<file path="src/sv/mdgr_pkg.sv">
`timescale 1ns / 1ps
`default_nettype none
// Shared types and constants of the matrix downmixer with gain ramp.
// Used by every module of the block; depends on nothing.
package mdgr_pkg;

	localparam int NUM_CH_MAX   = 32;
	localparam int MAX_BLOCK    = 4096;
	localparam int CH_W         = 5;
	localparam int NIN_W        = 6;
	localparam int BLK_W        = 13;
	localparam int FRM_W        = 12;
	localparam int GAIN_W       = 20;
	localparam int SMP_W        = 16;
	localparam int ADDR_W       = 2 * CH_W;
	localparam int NUM_W        = 35;
	localparam int G_W          = 36;
	localparam int PROD_W       = SMP_W + G_W;
	localparam int ACC_W        = 56;
	localparam int FRAC_W       = 16;
	localparam int PADDR_W      = 4;
	localparam int PDATA_W      = 32;

	localparam logic [1:0] OP_WRITE  = 2'd0;
	localparam logic [1:0] OP_SAMPLE = 2'd1;
	localparam logic [1:0] OP_CLEAR  = 2'd2;

	localparam logic [1:0] REG_OUT_CNT = 2'd0;
	localparam logic [1:0] REG_IN_CNT  = 2'd1;
	localparam logic [1:0] REG_BLK_LEN = 2'd2;

	typedef enum logic [1:0] {
		K_WRITE,
		K_SAMPLE,
		K_CLEAR
	} kind_t;

	typedef struct packed {
		logic [1:0]              operation;
		logic [CH_W-1:0]         source_channel;
		logic [CH_W-1:0]         target_channel;
		logic [GAIN_W-1:0]       gain_value;
		logic                    ramp_enable;
		logic signed [SMP_W-1:0] sample_value;
	} in_item_t;

	typedef struct packed {
		logic [CH_W-1:0]         out_channel;
		logic signed [SMP_W-1:0] out_sample;
		logic                    frame_last;
	} out_item_t;

	typedef struct packed {
		kind_t                   kind;
		logic [CH_W-1:0]         src;
		logic [CH_W-1:0]         dst;
		logic [GAIN_W-1:0]       gain;
		logic                    ramp;
		logic signed [SMP_W-1:0] sample;
	} cmd_t;

	typedef struct packed {
		logic [NIN_W-1:0] nin;
		logic [CH_W-1:0]  nout;
		logic [BLK_W-1:0] len;
	} cfg_t;

	typedef struct packed {
		logic                    start;
		logic signed [NUM_W-1:0] num;
		logic [BLK_W-1:0]        den;
	} div_req_t;

	typedef struct packed {
		logic                    done;
		logic signed [NUM_W-1:0] quot;
	} div_rsp_t;

	typedef struct packed {
		logic init_done;
		logic div_wait;
	} back_sts_t;

endpackage
`default_nettype wire

</file>
<file path="src/sv/mdgr_fifo.sv">
`timescale 1ns / 1ps
`default_nettype none
// Two-entry command queue between front and back end.
// Depends on mdgr_pkg.
module mdgr_fifo import mdgr_pkg::*; (
	input  wire       clk,
	input  wire       arst_n,
	input  wire       push_valid,
	output logic      push_ready,
	input  wire cmd_t push_data,
	output logic      pop_valid,
	input  wire       pop_ready,
	output cmd_t      pop_data
);

	cmd_t       ent_q [2];
	logic       wp_q;
	logic       rp_q;
	logic [1:0] cnt_q;
	logic       push;
	logic       pop;

	assign push_ready = (cnt_q != 2'd2);
	assign pop_valid  = (cnt_q != 2'd0);
	assign pop_data   = ent_q[rp_q];
	assign push       = push_valid && push_ready;
	assign pop        = pop_valid && pop_ready;

	always_ff @(posedge clk or negedge arst_n) begin
		if (!arst_n) begin
			wp_q  <= 1'b0;
			rp_q  <= 1'b0;
			cnt_q <= 2'd0;
		end else begin
			if (push) wp_q <= !wp_q;
			if (pop) rp_q <= !rp_q;
			if (push && !pop) cnt_q <= cnt_q + 2'd1;
			else if (pop && !push) cnt_q <= cnt_q - 2'd1;
		end
	end

	always_ff @(posedge clk) begin
		if (push) ent_q[wp_q] <= push_data;
	end

endmodule
`default_nettype wire

</file>
<file path="config.mk">
export PLATFORM = sky130hd
export DESIGN_NAME = mdgr_fifo
export DESIGN_NICKNAME = d
export VERILOG_FILES = /design/src/sv/mdgr_pkg.sv /design/src/sv/mdgr_fifo.sv
export SDC_FILE = /design/constraint.sdc
export NUM_CORES = 1
export LEC_CHECK = 0
export BUFFER_PORTS_ARGS = -buffer_cell sky130_fd_sc_hd__buf_4
export CAP_MARGIN = 20
export CELL_PAD_IN_SITES_DETAIL_PLACEMENT = 2
export CELL_PAD_IN_SITES_GLOBAL_PLACEMENT = 2
export CORE_UTILIZATION = 35
export CTS_BUF_LIST = sky130_fd_sc_hd__clkbuf_4 sky130_fd_sc_hd__clkbuf_8 sky130_fd_sc_hd__clkbuf_16
export CTS_CLUSTER_SIZE = 24
export DETAILED_ROUTE_END_ITERATION = 10
export GPL_ROUTABILITY_DRIVEN = 0
export PLACE_DENSITY = 0.79
export REMOVE_ABC_BUFFERS = 1
export SYNTH_ARGS = -nofsm -noshare
export SYNTH_HDL_FRONTEND = slang
export SYNTH_SLANG_ARGS = --single-unit
</file>
<file path="constraint.sdc">
create_clock -name clk -period 3.52 [get_ports clk]
set_clock_uncertainty 0.05 [all_clocks]
set_input_delay 0.176 -clock clk [delete_from_list [all_inputs] [get_ports clk]]
set_output_delay 0.176 -clock clk [all_outputs]
set_load 0.05 [all_outputs]
</file>
# ---- Word level (Yosys, flattened, before mapping)
# Memories as Yosys holds them, arrays and structs flattened.
# Index checks and enable logic that the tools add are counted.
dict set report word_totals {
  regBits 4
  ramBits 98
  input_bits 53
  output_inout_bits 51
  word_cells 21
  mem_count 1
}
dict set report classes {
  addsub 2
  n_eq_ne 1
  muxes 4
  n_reduce_logical 10
}
# memory depth width read_ports rd_ports_with_merged_regs wr line
set memory_table {}
lappend memory_table {ent_q 2 49 1 0 1 mdgr_fifo.sv:16} ;# cmd_t ent_q [2];
# operator n
set op_table {}
lappend op_table {{1-bit logical AND} 4}
lappend op_table {{1-bit zero test} 4}
lappend op_table {{2-bit two-way mux} 2}
lappend op_table {{2-bit nonzero test} 2}
lappend op_table {{2-bit by 1-bit adder with 2-bit output, second input constant} 1}
lappend op_table {{1-bit two-way mux} 2}
lappend op_table {{2-bit != test, second input constant} 1}
lappend op_table {{2-bit by 1-bit subtractor with 2-bit output, second input constant} 1}

# ---- Longest topological paths before layout
# Gate-level depths: netlist of run 1.
dict set report depth {
  ltp_word 6
  mapped_depth 7
}

# ---- Worst setup path after synthesis of run 1
# Ideal clock, no wire load.
dict set report synth_timing {
  path_type {flip-flop to flip-flop}
  from {register cnt_q[0]}
  to {memory ent_q[0][0] (netlist name) (enable)}
  setup_ns 0.456
  arrival_ns 3.127
  t_required_ns 3.014
  path_slack_ns -0.113
  stages_incl_launch_ff 4
  synth_period_minus_slack_ns 3.633
  path_cell_list {dfrtp_1 -> nand2b_1 -> nand2_1 -> nor2_1}
}
dict set report synth_via {
  elab_chain_cells 4
}
# item line
set synth_lines {}
lappend synth_lines {{start: declaration} mdgr_fifo.sv:19} ;# logic [1:0] cnt_q;
lappend synth_lines {{start signal: assignment} mdgr_fifo.sv:37} ;# if (push && !pop) cnt_q <= cnt_q + 2'd1;
lappend synth_lines {{start signal: assignment} mdgr_fifo.sv:38} ;# else if (pop && !push) cnt_q <= cnt_q - 2'd1;
lappend synth_lines {{2-bit != test} mdgr_fifo.sv:23} ;# assign push_ready = (cnt_q != 2'd2);
lappend synth_lines {{named net push_ready} mdgr_fifo.sv:9} ;# output logic push_ready,
lappend synth_lines {{1-bit logical AND} mdgr_fifo.sv:26} ;# assign push = push_valid && push_ready;
lappend synth_lines {{1-bit two-way mux} mdgr_fifo.sv:43} ;# if (push) ent_q[wp_q] <= push_data;
lappend synth_lines {{1-bit two-way mux (not written as such)} mdgr_fifo.sv:43}
lappend synth_lines {{end: declaration} mdgr_fifo.sv:16}
# The timed path passes the listed nets, and every way through them passes these cells.

==> results summary, run 1 <==
The worst register-to-register path begins at cnt_q[0]. Of the cells placed in the final design, the portion with a size suffix greater than 1 is 0.516. The number of buffers inserted for hold repair after clock tree synthesis is 50. The worst-path maximum fanout is 50. The initial antenna violation count came to 0. The reg-to-reg setup timing slack came out at 1.66 ns. The worst setup path is captured at a primary output. In the final routed layout, each cell accounts on average for 17.7 um.

For the pin with the worst max-slew slack, the measured transition is 0.965 ns. The multi-input combinational cell area is 835 um2. The analysis attributes to cell leakage a power of 0.00228 uW.

The floorplan step set the die height to 109 um. After the last flow step, the layout net total stands at 386. The number of buffers created by CTS is 9. The boundary pin count is 104. The clock transition time at the flip-flop clock pins of the worst setup and hold paths is 0.07 ns. The count of mapped cells out of synthesis is 171. The number of diodes added for antenna fixing came out at 0. The number of sinks handled by clock tree synthesis came out at 102. The hold violation total from the final report came out at 0.

The H-tree was split into 3 levels. The worst setup path is of the reg -> out kind. Setup violations remaining at the end of the flow were counted as 0. The tightest min-delay check is of the in -> async type.

The run finished with clean final reports. Setup repair after global routing left no endpoint under its margin. The count of synthesis-stage warnings from yosys is 0. The max capacitance violation total is 0. The sequential-to-total area share from yosys stat is 0.764.

The initial standard-cell utilization of the core is 0.363. The shortest period the worst path allows is 2.22 ns. In this run, post-CTS repair resized a total of 0 instances.

The final count of pins violating max slew is 0. The number of buffers added for setup after CTS came out at 0. The area added between synthesis and finish is 42.3%.

The final route contains 2113 vias. The depth of the worst register-to-register path came out at 4. The number of unique standard cell types used by synthesis came out at 14. Dividing the detail-routed via count by the number of cells gives 4.43.

The data required time at the worst endpoint is 3.29 ns. In this run the critical register-to-register path is captured at ent_q[0][16]. In the final layout, flip-flops and latches occupy 3050 um2.

TritonCTS built the clock tree. The number of DRC violations after detailed routing is 0. Entering global routing, the biggest net connects 51 pins. The number of flip-flops and latches in the synthesized netlist is 102. The aggregate global routing overflow came out at 0. The total chip power came out at 5170 uW.

The post-route antenna net violation count came out at 0. The worst ir drop on vdd is 0.582 mV. The first global-routing pass estimated 12.7 mm of wire.

Measured along the x axis, the die boundary spans 109 um. The die covers 11800 um2. The timing-limited maximum frequency is 450 MHz.

The area inside the core boundary is 11000 um2. The total global-route track usage came out at 0.150. The first-pass iteration count of the detailed router is 5. The power per unit of standard cell area came out at 913 nW/um2.

The worst-case clock buffer depth is 2. The clock latency at the later pin of the worst-skew pair came out at 0.33 ns. The mean post-synth cell area is 23.3 um2. The worst setup path is launched from a register. The final worst-path cycle share came out at 0.631.

After the first detailed-routing iteration, the DRC count stood at 48. After filler insertion, the fill cell instance count of the layout stands at 980. The worst path arrival time is 1.99 ns. The combined area of all synthesized cells is 3980 um2.

The via count of the first global-routing pass came out at 2358. The number of standard-cell rows in the floorplan came out at 38. The end-of-flow core utilization came out at 0.516. The last element of the critical path is pop_data[39].

The critical path starts at rp_q. The wire length reported by the detailed router is 8.44 mm. Clock tree synthesis selected as its root buffer the cell sky130_fd_sc_hd__clkbuf_16. The headroom to the max-slew limit is 0.357. The number of port buffers is 103. The final HPWL from detailed placement is 5.29 mm.
[area by class of cell]
cell class	count	area share
Inverter	1	0.000662
Clock inverter	5	0.0106
Sequential cell	102	0.537
Tap cell	140	0.0309
Timing Repair Buffer	156	0.231
Multi-Input combinational cell	62	0.147
Clock buffer	11	0.0424
[cell usage after synthesis (all sizes together)]
| library cell | instances | area share |
|---|---|---|
| buf | 6 | 0.028 |
| edfxtp | 98 | 0.74 |
| inv | 1 | 0.00094 |
| ha | 1 | 0.0031 |
| dfrtp | 4 | 0.025 |
| xnor2 | 3 | 0.0066 |
| and3 | 1 | 0.0016 |
| xor2 | 2 | 0.0044 |
| or2 | 1 | 0.0016 |
| nand2 | 2 | 0.0019 |
| nand2b | 1 | 0.0016 |
| mux2 | 49 | 0.18 |
| nor2 | 2 | 0.0019 |
[metrics by stage]
stage	setup WS [ns]	instances	hold WS, ns	TNS [ns]	instance area [um2]
final	1.30	477	0.113	0	5670
after CTS	1.28	477	0.108	0	5670
after global placement	1.51	410	-0.0744	0	4850
after floorplan	-0.113	165	-0.170	-5.53	3870
after detailed placement	1.63	411	-0.0699	0	4870
after global routing	1.22	477	0.123	0	5670
[layer usage]
metal  track usage  routed length, um  vias up
met5             0                  0        -
met4        0.0463                 85        0
met3        0.0359                355        9
met2         0.283               4740       65
met1         0.166               3260     1051
li1              -                  -      988
[how the worst min path moves through the flow]
stage,from,slack (ns),to
2_1_floorplan,arst_n,-0.17,cnt_q[0]
6_report,arst_n,0.11,cnt_q[1]
3_5_place_dp,arst_n,-0.07,cnt_q[0]
3_3_place_gp,arst_n,-0.07,cnt_q[1]
5_1_grt,arst_n,0.12,cnt_q[0]
4_1_cts,arst_n,0.11,cnt_q[1]
[placed cells by master, fill, tap and decap left out]
cell	count
sky130_fd_sc_hd__dfrtp_4	1
sky130_fd_sc_hd__clkinv_2	1
sky130_fd_sc_hd__clkinv_4	1
sky130_fd_sc_hd__bufinv_16	1
sky130_fd_sc_hd__nor2_1	1
sky130_fd_sc_hd__nand2_1	2
sky130_fd_sc_hd__nand2b_1	1
sky130_fd_sc_hd__clkbuf_16	9
sky130_fd_sc_hd__nor2_4	1
sky130_fd_sc_hd__mux2_4	49
sky130_fd_sc_hd__clkbuf_4	2
sky130_fd_sc_hd__inv_1	1
sky130_fd_sc_hd__and3_2	1
sky130_fd_sc_hd__dfrtp_1	3
sky130_fd_sc_hd__dlygate4sd3_1	50
sky130_fd_sc_hd__ha_1	1
sky130_fd_sc_hd__clkinvlp_4	1
sky130_fd_sc_hd__edfxtp_1	98
sky130_fd_sc_hd__inv_6	1
sky130_fd_sc_hd__buf_12	1
sky130_fd_sc_hd__xor2_1	2
sky130_fd_sc_hd__or2_1	1
sky130_fd_sc_hd__xnor2_1	3
sky130_fd_sc_hd__buf_4	105
[cells by family after synthesis]
| kind of cell | share of synthesized area |
|---|---|
| muxes | 0.185 |
| xor gates and xnor gates | 0.0110 |
| adders and majority gates | 0.00314 |
| and+or+nand+nor | 0.00848 |
| DFF | 0.764 |
| buffers and inverters | 0.0289 |
[registers in the layout, indices dropped and copies added (netlist names)]
name and count:
cnt_q 2, ent_q 98, rp_q 1, wp_q 1
[critical path: stages (launching register included)]
cell	delay, ns
sky130_fd_sc_hd__dfrtp_4	1.04
sky130_fd_sc_hd__mux2_4	0.36
sky130_fd_sc_hd__buf_4	0.19
[power by group]
part           internal, uW  switching [uW]  total [uW]
registers              1660             248        1910
clock network           570             421         991
logic                   905            1370        2270
Power figures use the tool's default switching activity.
==> run 2, diff against run 1 <==
PLACE_DENSITY = 0.82   (was 0.79)
clock period = 2 ns   (was 3.52 ns; I/O delays follow)
==> results summary, run 2 (same netlist as run 1, synthesis figures left out) <==
The run finished with clean final reports. The boundary pin count is 104 (unchanged). The via count of the first global-routing pass is 2376 (+0.76%).

The worst-case clock buffer depth came out at 2 (unchanged). The number of buffers created by CTS came out at 9 (unchanged). More flip-flops sit in one register than any other, and that register is ent_q. The placed instance count came out at 414 (+0.73%). The total global-route track usage came out at 0.147 (-0.00317).

Setup repair after global routing left no endpoint under its margin. The reg-to-reg setup timing slack came out at 0.32 ns (-1.34 ns). The CTS tree is done. The number of nets in the final layout came out at 389 (+0.78%). The hold violation total from the final report came out at 0 (unchanged).

The proportion of total power due to net switching is 0.391 (-0.00229). The clock latency at the later pin of the worst-skew pair came out at 0.32 ns (about the same). The per-cell via count in the routed design came out at 4.40 (-0.75%).

The data required time at the worst endpoint is 1.85 ns (-1.44 ns). The quantity of gates resized following cts is 0 (unchanged). The horizontal die dimension is 109 um (unchanged). The wire length of the first global-routing pass came out at 12.6 mm (-0.65%). The max capacitance violation total came to 0 (unchanged). The library cells used most frequently in the layout, excluding fill and tap cells, are 105 x sky130_fd_sc_hd__buf_4, 98 x sky130_fd_sc_hd__edfxtp_1, 50 x sky130_fd_sc_hd__dlygate4sd3_1, 49 x sky130_fd_sc_hd__mux2_4, 9 x sky130_fd_sc_hd__clkbuf_16. The count of final setup violators is 0 (unchanged). The die boundary height is 109 um (unchanged). The initial standard-cell utilization of the core came to 0.363 (unchanged). Clock tree synthesis selected as its root buffer the cell sky130_fd_sc_hd__clkbuf_16. The detailed router's first-iteration violation count was 53 (+10%).

The mean routed wirelength per cell came to 17.5 um (-0.81%). The number of diodes added for antenna fixing is 0 (unchanged). The post-route antenna net violation count was 0 (unchanged).

Leaving out fill and tap cells, the most frequent cell in the layout is sky130_fd_sc_hd__buf_4. The worst setup path is of the reg -> out kind. The worst path arrival time came out at 1.71 ns (-0.28 ns). The number of buffers added for setup after CTS came out at 0 (unchanged). The fraction of final layout cells sized beyond drive strength 1 is 0.516 (about the same). The timing-limited maximum frequency is 538 MHz. The part of the power in combinational logic came out at 0.469 (+0.030). The shortest period the worst path allows came out at 1.86 ns. The number of buffers inserted for hold repair after clock tree synthesis came to 50 (unchanged).

The die area came out at 11800 um2 (unchanged). The final hold slack was 0.0472 ns (-0.0661 ns). The cell area after placement came to 4930 um2 (+1.2%). STA classifies the critical path startpoint as a register. The power per unit of standard cell area is 1600 nW/um2 (+75%). The pin count of the biggest net entering global routing is 33 (-35%). The number of vias after detailed routing came out at 2106 (-0.33%). The final-layout fill cell count came out at 984 (+0.41%). The aggregate global routing overflow came to 0 (unchanged). The headroom to the max-slew limit is 0.807 (+0.450). The part of the total power dissipated in sequential elements is 0.345 (-0.025). The number of standard-cell rows in the floorplan is 38 (unchanged). The leakage power of the design is 0.00230 uW (+1.1%).

The area added between synthesis and finish came out at 43.6%. The wire length reported by the detailed router was 8.41 mm (-0.39%). In the finished design, the share of the clock period the worst path needs comes to 0.929. The category of the worst setup path capture point is a primary output. The number of DRC violations after detailed routing came out at 0 (unchanged). The clock power share is 0.186 (-0.005). The design area came out at 5720 um2 (+0.93%).

The initial antenna violation count is 0 (unchanged). The slew at the pin closest to its max-slew limit is 0.290 ns (-0.675 ns). The first-pass iteration count of the detailed router came out at 4 (-1). The end-of-flow core utilization is 0.521 (+0.00478).

The class of the tightest hold or removal check is in -> async. The final HPWL from detailed placement came out at 5.55 mm (+5.0%). The internal power consumption came out at 5580 uW (+78%).

The number of port buffers came to 103 (unchanged). The largest registers in the layout are ent_q: 98 flops, cnt_q: 2 flops. The CTS H-tree depth came out at 3 (unchanged). The area inside the core boundary is 11000 um2 (unchanged). The worst-path maximum fanout was 22 (-56%). The clock transition time at the flip-flop clock pins of the worst setup and hold paths came to 0.06 ns (about the same). The number of sinks handled by clock tree synthesis was 102 (unchanged). The final total negative setup slack came out at 0 ns (unchanged). The net switching power is 3580 uW (+76%). The number of standard cells in the final layout excluding fillers came out at 479 (+0.42%). The area of all sequential standard cells came out at 3050 um2 (unchanged).

The worst ir drop on vdd came out at 0.638 mV (+9.6%). The final count of pins violating max slew is 0 (unchanged). The multi-input combinational cell area came to 835 um2 (unchanged). The flip-flop count of the largest register, all copies and words added is 98 (unchanged).
[run 2: cell types whose count changed in the layout (fill, tap and decap cells not counted), sizes merged]
cell / before / now
clkbuf: 11 / 10
buf: 106 / 109
clkinv: 2 / 3
clkinvlp: 1 / 0
[run 2: metrics by stage]
step           worst slack (ns)  power (uW)
3_3_place_gp              0.469        7370
4_1_cts                   0.112        9270
3_5_place_dp              0.319        7480
6_report                  0.142        9160
5_1_grt                  0.0904        9530
2_1_floorplan             -1.63        6270
[run 2: layer usage]
layer	GRT usage	share of wire	vias up
li1	-	-	993
met1	0.166	0.39	1044
met2	0.279	0.57	63
met3	0.0311	0.037	6
met4	0.0376	0.0092	0
met5	0	0	-
[run 2: worst paths after layout]
kind,from,depth (start not counted),endpoint
setup / recovery,rp_q,3,pop_data[45]
hold / removal,arst_n,2,cnt_q[0]
setup reg to reg,cnt_q[0],7,cnt_q[1]
hold reg to reg,cnt_q[1],1,cnt_q[1]
max in group asynchronous,arst_n,2,rp_q
min in group clk,pop_ready,3,rp_q
[run 2: critical path: stages, from the launching register on]
cell and delay, ns:
sky130_fd_sc_hd__dfrtp_4 0.59, sky130_fd_sc_hd__buf_12 0.25, sky130_fd_sc_hd__mux2_4 0.33, sky130_fd_sc_hd__buf_4 0.19
[run 2: power by group through the flow]
stage / Sequential (uW) / Combinational [uW] / Clock [uW]
after detailed placement: 3220 / 4270 / 0
final: 3160 / 4300 / 1700
after floorplan: 3300 / 2970 / 0
after global routing: 3220 / 4490 / 1830
after CTS: 3170 / 4350 / 1750
after global placement: 3170 / 4200 / 0
[run 2: area by class of cell]
class	count	area share
Clock buffer	10	0.0407
Clock inverter	5	0.0105
Inverter	1	0.000656
Multi-Input combinational cell	62	0.146
Sequential cell	102	0.532
Tap cell	140	0.0306
Timing Repair Buffer	159	0.239
==> run 3, diff against run 2 <==
BUFFER_PORTS_ARGS = -buffer_cell sky130_fd_sc_hd__buf_2   (was -buffer_cell sky130_fd_sc_hd__buf_4)
CTS_CLUSTER_SIZE = 20   (was 24)
==> results summary, run 3 (same netlist as run 1, synthesis figures left out) <==
The run finished with clean final reports. The power per unit of standard cell area is 1600 nW/um2 (about the same). The die area is 11800 um2 (unchanged). The proportion of total power due to net switching came out at 0.408 (+0.0172). The horizontal die dimension was 109 um (unchanged).

The internal power consumption came out at 5140 uW (-7.9%). The net switching power was 3540 uW (-1.1%). The data required time at the worst endpoint came out at 1.85 ns (about the same). The number of DRC violations after detailed routing came out at 0 (unchanged).

The CTS H-tree depth came out at 3 (unchanged). The area inside the core boundary came out at 11000 um2 (unchanged). The final worst-path cycle share came out at 0.927 (-0.00162). The design area came out at 5430 um2 (-5.2%). The end-of-flow core utilization came to 0.494 (-0.0269). The headroom to the max-slew limit is 0.726 (-0.0812). The mean routed wirelength per cell is 17.1 um (-2.6%). The boundary pin count is 104 (unchanged). The cell sitting at the root of the clock tree is a sky130_fd_sc_hd__clkbuf_16. Walking the worst path, the cells encountered are buf_12 > mux2_4 > buf_2.

The timing-limited maximum frequency is 539 MHz (+0.17%). The shortest period the worst path allows was 1.85 ns (-0.00324 ns). In the final layout, the registers with the most flip-flops are ent_q: 98 flops, cnt_q: 2 flops. The final HPWL from detailed placement was 5.34 mm (-3.8%). The wire length of the first global-routing pass came out at 12.5 mm (-0.93%). The highest cell delay on the worst timing path is 0.41 ns (-0.18 ns). The slew at the pin closest to its max-slew limit is 0.411 ns (+0.122 ns). The initial standard-cell utilization of the core is 0.363 (unchanged). The fraction of final layout cells sized beyond drive strength 1 came to 0.516 (unchanged).

The flip-flop count of the largest register, all copies and words added came out at 98 (unchanged). The number of diodes added for antenna fixing is 0 (unchanged). The worst ir drop on vdd came out at 0.771 mV (+21%). The number of standard-cell rows in the floorplan came out at 38 (unchanged). The count of final setup violators came to 0 (unchanged).

The wire length reported by the detailed router came out at 8.19 mm (-2.6%). The clock power share is 0.185 (about the same). The number of sinks handled by clock tree synthesis came out at 102 (unchanged).

The via count of the first global-routing pass came out at 2400 (+1.0%). The per-cell via count in the routed design came to 4.40 (+0.14%). The clock transition time at the flip-flop clock pins of the worst setup and hold paths is 0.07 ns (about the same). The number of nets in the final layout was 388 (-0.26%). The type of the worst setup path is reg -> out.

The number of buffers added for setup after CTS came out at 0 (unchanged). The max capacitance violation total came out at 0 (unchanged). The number of buffers created by CTS is 9 (unchanged). More flip-flops sit in one register than any other, and that register is ent_q.

The worst-path maximum fanout came out at 50 (+130%). The detailed router's first-iteration violation count is 61 (+15%). The worst-case clock buffer depth is 2 (unchanged). The pin count of the biggest net entering global routing is 51 (+55%). Setup repair after global routing left no endpoint under its margin. The class of the tightest hold or removal check is in -> reg. The part of the power in combinational logic came to 0.459 (-0.010).

The hold violation total from the final report was 0 (unchanged). STA classifies the critical path startpoint as a register. The worst-path cell with the longest stage delay is sky130_fd_sc_hd__dfrtp_4. The final count of pins violating max slew came to 0 (unchanged). The number of port buffers came to 103 (unchanged). The first-pass iteration count of the detailed router came out at 4 (unchanged).

The total global-route track usage came out at 0.148 (+0.000574). The library cell used most frequently in the layout, excluding fill and tap cells, is sky130_fd_sc_hd__buf_2. TritonCTS built the clock tree. The cell area after placement came out at 4650 um2 (-5.6%). The leakage power of the design came out at 0.00218 uW (-5.1%).

The library cells used most frequently in the layout, excluding fill and tap cells, are 103 x sky130_fd_sc_hd__buf_2, 98 x sky130_fd_sc_hd__edfxtp_1, 50 x sky130_fd_sc_hd__dlygate4sd3_1, 49 x sky130_fd_sc_hd__mux2_4, 9 x sky130_fd_sc_hd__clkbuf_16. The clock latency at the later pin of the worst-skew pair came out at 0.33 ns (about the same). The part of the total power dissipated in sequential elements is 0.356 (+0.011). The final-layout fill cell count was 997 (+1.3%). The initial antenna violation count came out at 0 (unchanged). STA classifies the critical path endpoint as a primary output. The aggregate global routing overflow was 0 (unchanged). The post-route antenna net violation count came out at 0 (unchanged). The die boundary height was 109 um (unchanged). The number of vias after detailed routing was 2109 (+0.14%). The area added between synthesis and finish is 36.2%. The worst path arrival time came to 1.70 ns (about the same).
[run 3: changes by cell type in the layout (fill, tap and decap cells not counted), sizes merged]
cell	delta
buf	-1
clkinv	-2
clkinvlp	+3
bufinv	-1
clkbuf	+1
[run 3: final cells by class]
type	instances	area, um2	area share
Timing Repair Buffer	158	1090	0.201
Clock buffer	11	240	0.0443
Multi-Input combinational cell	62	835	0.154
Inverter	1	3.75	0.000692
Clock inverter	5	35.0	0.00646
Tap cell	140	175	0.0323
Sequential cell	102	3050	0.561
[run 3: final timing paths]
check	start	to	slack, ns	cells past startpoint
min in group asynchronous	arst_n	rp_q	0.06	2
worst min register to register	cnt_q[1]	cnt_q[1]	0.47	1
worst max register to register	cnt_q[0]	cnt_q[1]	0.30	6
worst max-delay path	rp_q	pop_data[4]	0.15	3
worst min-delay path	pop_ready	rp_q	0.01	3
max in group asynchronous	arst_n	rp_q	1.70	2
[run 3: what timing repair did]
item / CTS / global route
gates resized for setup: 0 / 0
hold buffers: 50 / 0
hold endpoints to repair: 102 / 0
[run 3: stage by stage]
stage / instances / total power, uW / worst slack [ns] / TNS [ns] / hold WS [ns]
floorplan: 165 / 6270 / -1.63 / -138.23 / -0.246
global placement: 413 / 7000 / 0.486 / 0 / -0.134
detailed placement: 413 / 7110 / 0.285 / 0 / -0.133
CTS: 479 / 8810 / 0.143 / 0 / 0.000000167
global route: 479 / 9070 / 0.112 / 0 / 0.000303
finish: 479 / 8680 / 0.145 / 0 / 0.00955
[run 3: worst max-delay path: cells and delay by family, from the launching register on]
family,cells,cell delay [ns]
buffers and inverters,2,0.55
DFF,1,0.41
muxes,1,0.35
[run 3: power groups by stage]
stage | Sequential (uW) | Combinational [uW] | Clock (uW)
after detailed placement | 3150 | 3970 | 0
after global routing | 3140 | 4210 | 1730
final | 3090 | 3990 | 1600
after floorplan | 3300 | 2970 | 0
after global placement | 3090 | 3910 | 0
after CTS | 3100 | 4050 | 1650
[run 3: metal layers]
layer | track usage | wire length (um) | share of wire | vias to the layer above
li1 | - | - | - | 992
met3 | 0.0424 | 333 | 0.041 | 7
met4 | 0.0415 | 81 | 0.0099 | 0
met1 | 0.161 | 3260 | 0.40 | 1052
met5 | 0 | 0 | 0 | -
met2 | 0.278 | 4510 | 0.55 | 58
